[src/design/pivwc_ram.sv]
`timescale 1ns / 1ps

module pivwc_ram #(
    parameter int WIDTH = 32,
    parameter int DEPTH = 128
) (
    input  logic                     i_clk,
    input  logic                     i_we,
    input  logic [$clog2(DEPTH)-1:0] i_waddr,
    input  logic [WIDTH-1:0]         i_wdata,
    input  logic [$clog2(DEPTH)-1:0] i_raddr,
    output logic [WIDTH-1:0]         o_rdata
);

    logic [WIDTH-1:0] r_mem [DEPTH];
    logic [WIDTH-1:0] r_rdata;

    always_ff @(posedge i_clk) begin
        if (i_we) begin
            r_mem[i_waddr] <= i_wdata;
        end
        r_rdata <= r_mem[i_raddr];
    end

    assign o_rdata = r_rdata;

endmodule

[config.mk]
export PLATFORM = sky130hd
export DESIGN_NAME = pivwc_ram
export DESIGN_NICKNAME = d
export VERILOG_FILES = /design/src/design/pivwc_ram.sv
export SDC_FILE = /design/constraint.sdc
export NUM_CORES = 2
export LEC_CHECK = 0
export BUFFER_PORTS_ARGS = -buffer_cell sky130_fd_sc_hd__buf_2
export CORE_MARGIN = 2
export CORE_UTILIZATION = 40
export DETAILED_ROUTE_END_ITERATION = 8
export SLEW_MARGIN = 15
export SYNTH_ARGS = -nofsm -noshare
export SYNTH_HDL_FRONTEND = slang
export SYNTH_SLANG_ARGS = --single-unit
[constraint.sdc]
create_clock -name i_clk -period 3.29 [get_ports i_clk]
set_input_delay 0 -clock i_clk [delete_from_list [all_inputs] [get_ports i_clk]]
set_output_delay 0 -clock i_clk [all_outputs]
set_load 0.02 [all_outputs]
==> metrics.yaml <==
slew_headroom_pct: 20.7
syn-instance-count: 5990
setup_slack_ps: 88.2
dp_cells: 11400
dp_hpwl_um: 257000
fin_hold_ws_ps: 48.4
post-route-min-period_ps: 3200
grt_max_degree: 129
crit_arrival_ps: 4070
yosysSeqAreaShare_pct: 79.1
synth_top_area_cell: "edfxtp_1"
viasPerCell: 5.96
slowest_delay_ps: 690
initial_core_util_pct: 40.2
drive_above_1_share_pct: 37.9
synthToLayoutAreaGrowth_pct: 17.1
drt_iter0_markers: 10900
ys_top_cells_by_count: "4096 x edfxtp_1, 1344 x mux4_2, 182 x clkbuf_1"
portBuffers: 79
drtAntennaViolNets: 0
dr_total_vias: 73300
status: "complete, no violations"
gp_congestion: 0.821
die_area_um2: 396000
cp_slowest_cell: "mux4_2"
worst-path-buf-inv: 1
drt_wl_total_um: 443000
grtUsageTotal_pct: 22.2
required_ps: 4160
path_depth: 5
antenna_found_initial: 73
synth_top_area_share_pct: 78.7
clock-sinks: 4128
synth-seq-cells: 4128
cts_tree: "yes"
synthTopCellsByArea: "edfxtp_1 79%, mux4_2 19%, clkbuf_1 0.44%, dfxtp_1 0.41%, nor2_1 0.29%"
fp-row-count: 229
drc_errors: 0
grt_pass1_vias: 72900
tightest_slew_ps: 1190
htreeDepth: 5
max_cap_violations: 0
cts_resized: 0
synth-main-ff-cell: "edfxtp_1"
ir_drop_mv: 0.477
wire_per_inst_um: 36.1
gr-total-overflow: 0
crit_path_frequent_cell: "mux4_2"
synth_fp_nets: 6038
rsz0062_at_grt: "no"
setup_tns_ps: 0
slew_viol_final: 0
synth.distinct_cells: 17
post_cts_buffers: 0
netlist_area_um2: 156000
pwr_density_cell_nw_per_um2: 608
synth.avg_cell_area_um2: 26.1
hold-path-cell-count: 2
finalClockSkew_ps: 65.1
max_freq_ghz: 0.312
hold_viol_final: 0
cts_made_buffers: 404
pin_count: 80
cp-end-kind: "flip-flop"
final_core_util_pct: 47.0
nNetsFinal: 6742
synthMostInstantiatedCell: "edfxtp_1"
path_delay_family: "multiplexers"
drt_pass1_iterations: 5
yosysWarnings: 0
core_area_um2: 389000
dp_slack_ps: -20.0
hp-class: "in -> reg"
path_max_fanout: 1
die_w_um: 629
clockBufferDepth: 4
grt_pass1_wl_um: 607000
chipHeight_um: 629
finalSetupViolCount: 0
cp-start-kind: "flip-flop"
reg2reg_depth: 5
clock_latency_ps: 990
fin_cells: 12300
synth_edf_count: 4096
synthArstFlopShare_pct: 0
clk_pin_slew_ps: 60
critPathKind: "reg -> reg"
fin_crit_sh_pct: 97.3
crit_chain: "mux4_2 > mux4_2 > mux4_2 > mux2_2 > dlygate4sd3_1"
root_buffer: "clkbuf_16"
leakage_nw: 56.1
-- final timing paths --
path	from	endpoint	slack, ps
worst max-delay path	r_mem[23][1]	o_rdata[1]	90
worst min-delay path	i_wdata[18]	r_mem[79][18]	50
worst max register to register	r_mem[23][1]	o_rdata[1]	90
worst min register to register	r_mem[78][23]	o_rdata[23]	1130
-- sequential cells by signal, indices dropped and copies added, names as in the netlist --
| register | flops |
|---|---|
| o_rdata | 32 |
| r_mem | 4096 |
-- report_power, final --
part           leakage (nW)  internal [mW]  switching (mW)
clock                  6.50           26.6            20.0
combinational          12.5           2.47            3.85
sequential             37.1           58.1           0.325
-- timing repair --
action,4_1_cts,5_1_grt
hold buffers,50,0
endpoints found under the hold margin,4466,0
endpoints found under the setup margin,0,0
-- placed cells by master, fill, tap and decap left out --
cell | synthesis | layout
buf_12 | 0 | 192
buf_2 | 79 | 41
buf_4 | 3 | 326
buf_6 | 2 | 2
buf_8 | 0 | 3
bufinv_16 | 0 | 45
clkbuf_1 | 182 | 73
clkbuf_16 | 0 | 409
clkbuf_8 | 0 | 8
clkinv_1 | 0 | 83
clkinv_16 | 0 | 7
clkinv_2 | 0 | 82
clkinv_4 | 0 | 3
clkinv_8 | 0 | 7
clkinvlp_4 | 0 | 14
dfxtp_1 | 32 | 32
diode_2 | 0 | 59
dlygate4sd3_1 | 0 | 50
edfxtp_1 | 4096 | 4096
inv_16 | 0 | 5
inv_6 | 0 | 7
inv_8 | 0 | 1
mux2_2 | 32 | 32
mux4_2 | 1344 | 1344
nand2_1 | 14 | 11
nand2_2 | 0 | 3
nand2b_1 | 2 | 2
nand3_1 | 12 | 8
nand3_2 | 0 | 4
nand4_1 | 3 | 3
nor2_1 | 122 | 3
nor2_4 | 0 | 119
nor2b_1 | 7 | 7
nor3_2 | 0 | 9
or3_1 | 1 | 1
-- routing by layer --
metal  global-route usage, %  vias up  part of all wire (%)
li1                        -    27900                     -
met1                    31.1    40800                    39
met2                    35.6     3832                    48
met3                    3.45      632                   8.7
met4                    7.58       38                   3.5
met5                       0        -                 0.056
-- area by class of cell --
cell class              instances  area (µm²)
multi-input cells            1546       32300
clock inverters               254        2700
fillers                     31200      206000
clock buffers                 490       10600
diodes                         59         148
repair buffers                614        7060
flip-flops and latches       4128      124000
well taps                    5197        6500
-- worst reg2reg max path, stage by stage (launching register included) --
cell,delay [ps]
edfxtp_1,370
mux4_2,460
mux4_2,660
mux4_2,690
mux2_2,340
dlygate4sd3_1,550
-- through the flow --
stage	instance area (µm²)	total power, mW
finish	183000	111
global route	183000	114
CTS	183000	112
detailed placement	169000	65.8
global placement	169000	65.7
floorplan	156000	62.1
-- kinds of logic after synthesis --
group,after synthesis,synth area share (%)
simple gates,170,0.446
flops,4128,79.1
mux,1376,19.6
buf+inv,316,0.839
Power figures use the tool's default switching activity.
