===== config.mk =====
export PLATFORM = sky130hd
export DESIGN_NAME = pivwc_walk_unit
export DESIGN_NICKNAME = d
export VERILOG_FILES = /design/src/design/pivwc_pkg.sv /design/src/design/pivwc_walk_unit.sv
export SDC_FILE = /design/constraint.sdc
export NUM_CORES = 1
export LEC_CHECK = 0
export ABC_AREA = 1
export BUFFER_PORTS_ARGS = -buffer_cell sky130_fd_sc_hd__buf_4
export CAP_MARGIN = 20
export CELL_PAD_IN_SITES_DETAIL_PLACEMENT = 1
export CELL_PAD_IN_SITES_GLOBAL_PLACEMENT = 1
export CORE_MARGIN = 2
export CORE_UTILIZATION = 35
export DETAILED_ROUTE_END_ITERATION = 8
export MAX_ROUTING_LAYER = met4
export PLACE_DENSITY_LB_ADDON = 0.08
export REMOVE_ABC_BUFFERS = 1
export SYNTH_ARGS = -nofsm -noshare
export SYNTH_HDL_FRONTEND = slang
export SYNTH_SLANG_ARGS = --single-unit

===== constraint.sdc =====
create_clock -name i_clk -period 3.4 [get_ports i_clk]
set_input_delay 0.17 -clock i_clk [delete_from_list [all_inputs] [get_ports i_clk]]
set_output_delay 0.17 -clock i_clk [all_outputs]
set_load 0.01 [all_outputs]

===== src/design/pivwc_pkg.sv =====
`timescale 1ns / 1ps

package pivwc_pkg;

    localparam int RING_DEPTH = 128;
    localparam int COUNT_BITS = 16;
    localparam int SLOT_W     = $clog2(RING_DEPTH);
    localparam int STORED_W   = $clog2(RING_DEPTH + 1);
    localparam int TIME_BITS  = 32;
    localparam int CVAL_BITS  = 16;
    localparam int TOTAL_BITS = 23;
    localparam int SUM_W      = ((COUNT_BITS > TOTAL_BITS) ? COUNT_BITS : TOTAL_BITS) + 1;

    localparam logic [TOTAL_BITS-1:0] TOTAL_MAX    = '1;
    localparam logic [TIME_BITS-1:0]  PERIOD_RESET = TIME_BITS'(1 * 1000);
    localparam logic [TIME_BITS-1:0]  WINDOW_RESET = TIME_BITS'(75 * 1000);

    typedef logic [SLOT_W-1:0] t_slot;

    typedef enum logic [1:0] {
        ACT_POLL   = 2'd0,
        ACT_LATEST = 2'd1,
        ACT_WINDOW = 2'd2
    } t_action;

    typedef enum logic [1:0] {
        ST_IDLE,
        ST_LATEST,
        ST_WALK,
        ST_EMIT
    } t_state;

    typedef enum logic {
        REG_PERIOD = 1'b0,
        REG_WINDOW = 1'b1
    } t_reg_index;

    typedef struct packed {
        logic clear;
        logic step;
    } t_walk_ctrl;

    function automatic t_slot prev_slot(input t_slot s);
        return (s == '0) ? SLOT_W'(RING_DEPTH - 1) : s - SLOT_W'(1);
    endfunction

    function automatic t_slot next_slot(input t_slot s);
        return (s == SLOT_W'(RING_DEPTH - 1)) ? '0 : s + SLOT_W'(1);
    endfunction

endpackage


===== src/design/pivwc_walk_unit.sv =====
`timescale 1ns / 1ps

module pivwc_walk_unit import pivwc_pkg::*; (
    input  logic                  i_clk,
    input  t_walk_ctrl            i_ctrl,
    input  logic [COUNT_BITS-1:0] i_count,
    input  logic [TIME_BITS-1:0]  i_start,
    input  logic [TIME_BITS-1:0]  i_newest_end,
    input  logic [TIME_BITS-1:0]  i_window,
    output logic [TOTAL_BITS-1:0] o_sum_next,
    output logic [TIME_BITS-1:0]  o_diff,
    output logic                  o_in_window
);

    logic [TOTAL_BITS-1:0] r_sum;
    logic [TOTAL_BITS-1:0] n_sum;
    logic [SUM_W-1:0]      w_raw;

    // saturating accumulate, one entry per step
    always_comb begin
        w_raw = SUM_W'(r_sum) + SUM_W'(i_count);
        if (w_raw > SUM_W'(TOTAL_MAX)) begin
            n_sum = TOTAL_MAX;
        end else begin
            n_sum = w_raw[TOTAL_BITS-1:0];
        end
    end

    always_ff @(posedge i_clk) begin
        if (i_ctrl.clear) begin
            r_sum <= '0;
        end else if (i_ctrl.step) begin
            r_sum <= n_sum;
        end
    end

    assign o_sum_next  = n_sum;
    assign o_diff      = i_newest_end - i_start;
    assign o_in_window = (o_diff <= i_window);

endmodule


==> results by group <==
Place
  – Post-placement setup slack: 0.07214 ns
  – PortBufs: 170
  – Global placement routability congestion: 0.9355
  – HPWL after DPL: 16.08 mm

Synth
  – Synth area leader: ha_1
  – Top post-synthesis cells by area: ha_1, nand2_1, inv_1, dfxtp_1, nor2_1
  – Unique masters post-synth: 40
  – Mapped cell area: 5335 sq um
  – Main synth FF type: dfxtp_1
  – Number of flops mapped to enable cells by yosys: 0
  – Synth Warn #: 0
  – Share of the synthesized area in the top cell type: 0.1853
  – Flop and latch count out of synthesis: 23
  – Sequential-to-total area share from yosys stat: 0.08630
  – Avg Cell Area, Syn: 5.664 sq um
  – Cells after Synth: 942
  – Async set-reset flop share out of synthesis: 0

STA
  – Setup slack after layout: 0.2368 ns
  – Final hold vios: 0
  – Max Clk Rate: 0.3161 GHz
  – Crit share post-route: 0.9304
  – Slew @ Worst Pin: 0.4823 ns
  – Max transition margin: 0.6781
  – Crit path time final: 3.163 ns
  – Final clock skew: 0.003151 ns
  – Endpoints failing setup: 0
  – Final Max Tran Viols: 0

Layout
  – # fillers: 2097
  – Final nets: 1320
  – Area Growth Syn to Fin: 36.73%
  – Largest register FFs: 23
  – Most frequent cells in the layout: nand2_1, inv_1, buf_4
  – Post-layout util: 0.4852
  – Most flops, register: r_sum
  – Commonest non-fill, non-tap cell in the layout: nand2_1
  – Registers with the most flip-flops: r_sum x23
  – Share of layout cells above drive strength 1: 0.2565
  – Number of inserted diodes: 0

Worst setup path
  – Worst path slowest cell: fa_2
  – Crit Path Max Fanout: 4
  – R2r endpoint: r_sum[16]$_SDFFE_PP0P_
  – Worst Path Arrival: 2.99 ns
  – Slowest Stage Delay on Critical Path: 0.37 ns
  – FF-to-FF setup slack: 1.17 ns
  – Worst r2r path cells: 14
  – R2R Path Start: r_sum[0]$_SDFFE_PP0P_
  – Cell repeated most along the worst path: nand2_1
  – CP required: 3.23 ns
  – Setup CP Type: in2out
  – Crit start category: input port
  – CP Capture Type: output pin

Detailed routing
  – Detail Route Antenna Nets: 0
  – Initial DRC count: 154
  – Vias: 6372
  – Total routed wirelength: 18.62 mm
  – Residual DRC: 0
  – Via density: 4.860
  – 1st-pass router iterations: 4
  – DR WL/cell: 14.20 um

Clocking
  – CTS tree: built
  – Later-pin clock latency in the skew report: 0.27 ns
  – Cell at the root of the clock tree: clkbuf_16
  – Clock-pin slew on the worst setup and hold paths: 0.07 ns
  – CTS Buf Count: 3
  – Num Clock Sinks: 23
  – Hold_buf cts: 0
  – CTS H-Tree Depth: 1
  – CTS max path bufs: 2

GRT
  – GRT Util Overall: 0.2296
  – First-pass GRT wire length: 29.98 mm
  – Largest net degree at the start of global routing: 40
  – Vias in the first global route: 6563
  – Total grt overflow: 0
  – Antenna violations before repair: 0

Floorplanning
  – Initial Util: 0.3549
  – Core ar.: 15030 sq um
  – I/O Pins: 171
  – Die Height: 127.5 um
  – Die Area: 16250 sq um
  – Die X: 127.5 um
  – Row count: 45

Power
  – VDD IR max: 0.0003417 V
  – LEAKAGE: 4.238 nW
  – PwrDens: 293.2 nW/um^2

Hold path
  – Hold endpoint: r_sum[20]$_SDFFE_PP0P_
  – Hold depth: 4
  – HP Class: in2reg
  – Worst Min Path Start: i_ctrl[1]

Run status
  – Status: completed

Flow run
  – Max cap viols: 0
-- cell families (layout without fill, tap and decap cells) --
group	Yosys count	after routing	share of synthesized area
buffers and inverters	212	393	0.1536
AND/OR/NAND/NOR	465	465	0.3797
adder cells (fa/ha/maj)	81	81	0.1928
AO/OA/AOI/OAI	129	129	0.1351
flip-flops	23	23	0.08630
XOR/XNOR	32	32	0.05253
-- per-stage QoR --
step | cells | instance area, sq um | hold slack [ns] | TNS [ns] | power [mW]
finish | 1311 | 7295 | 0.2640 | 0 | 2.139
global route | 1311 | 7295 | 0.2767 | -0.006290 | 2.350
CTS | 1302 | 6919 | 0.2628 | 0 | 2.085
detailed placement | 1298 | 6840 | 0.5250 | 0 | 1.798
global placement | 1298 | 6840 | 0.5084 | 0 | 1.779
floorplan | 934 | 5284 | 0.2641 | 0 | 1.199
-- metal layers --
layer / share of wire / wire, um / track usage
met3: 0.030 / 552 / 0.01047
met1: 0.41 / 7611 / 0.2519
met5: 0 / 0 / -
met4: 0.023 / 437 / 0.06658
met2: 0.54 / 10020 / 0.4461
-- synthesized netlist by cell type, drive strengths merged (4+ instances only) --
master,number
ha,79
a21oi,65
o21bai,6
nand3,64
a21o,8
nand4,14
inv,203
clkbuf,5
dfxtp,23
o21ai,34
nand2,275
a31oi,7
nor3,9
a21boi,4
xor2,23
xnor2,9
nor2,94
-- where the power goes --
part / leakage (nW) / total, mW / internal (mW) / switching (mW)
Clock: 0.0382 / 0.277 / 0.161 / 0.116
Combinational: 4.01 / 1.55 / 0.674 / 0.872
Sequential: 0.191 / 0.316 / 0.298 / 0.0184
Total: 4.24 / 2.14 / 1.13 / 1.01
-- worst max path at each step --
stage,start,to,slack [ns],cells after the start
5_1_grt,i_start[10],o_in_window,-0.006,22
3_5_place_dp,i_newest_end[0],o_in_window,0.07,25
3_3_place_gp,i_newest_end[0],o_in_window,0.16,24
6_report,i_newest_end[0],o_in_window,0.24,25
4_1_cts,i_newest_end[0],o_in_window,0.06,25
2_1_floorplan,i_newest_end[0],o_in_window,0.68,21
-- critical path, delay by kind of cell --
kind                     cells  cell delay [ns]
AND/OR/NAND/NOR             16             1.44
AO/OA/AOI/OAI                1             0.10
adder cells (fa/ha/maj)      3             0.77
buffers and inverters        5             0.49
-- what timing repair did --
| action | in CTS | in global routing |
|---|---|---|
| endpoints found under the setup margin | 0 | 1 |
| resized for setup | 0 | 77 |
| buffers inserted | 0 | 9 |
-- area by class of cell --
type / instances / area, sq um / share of cell area
tap: 188 / 235.2 / 0.03225
sequential: 23 / 460.4 / 0.06312
timing repair buffer: 185 / 1393 / 0.1909
inverter: 204 / 768.2 / 0.1053
clock buffer: 4 / 78.83 / 0.01081
multi-input combinational: 707 / 4359 / 0.5976
(Power assumes the default switching activity.)
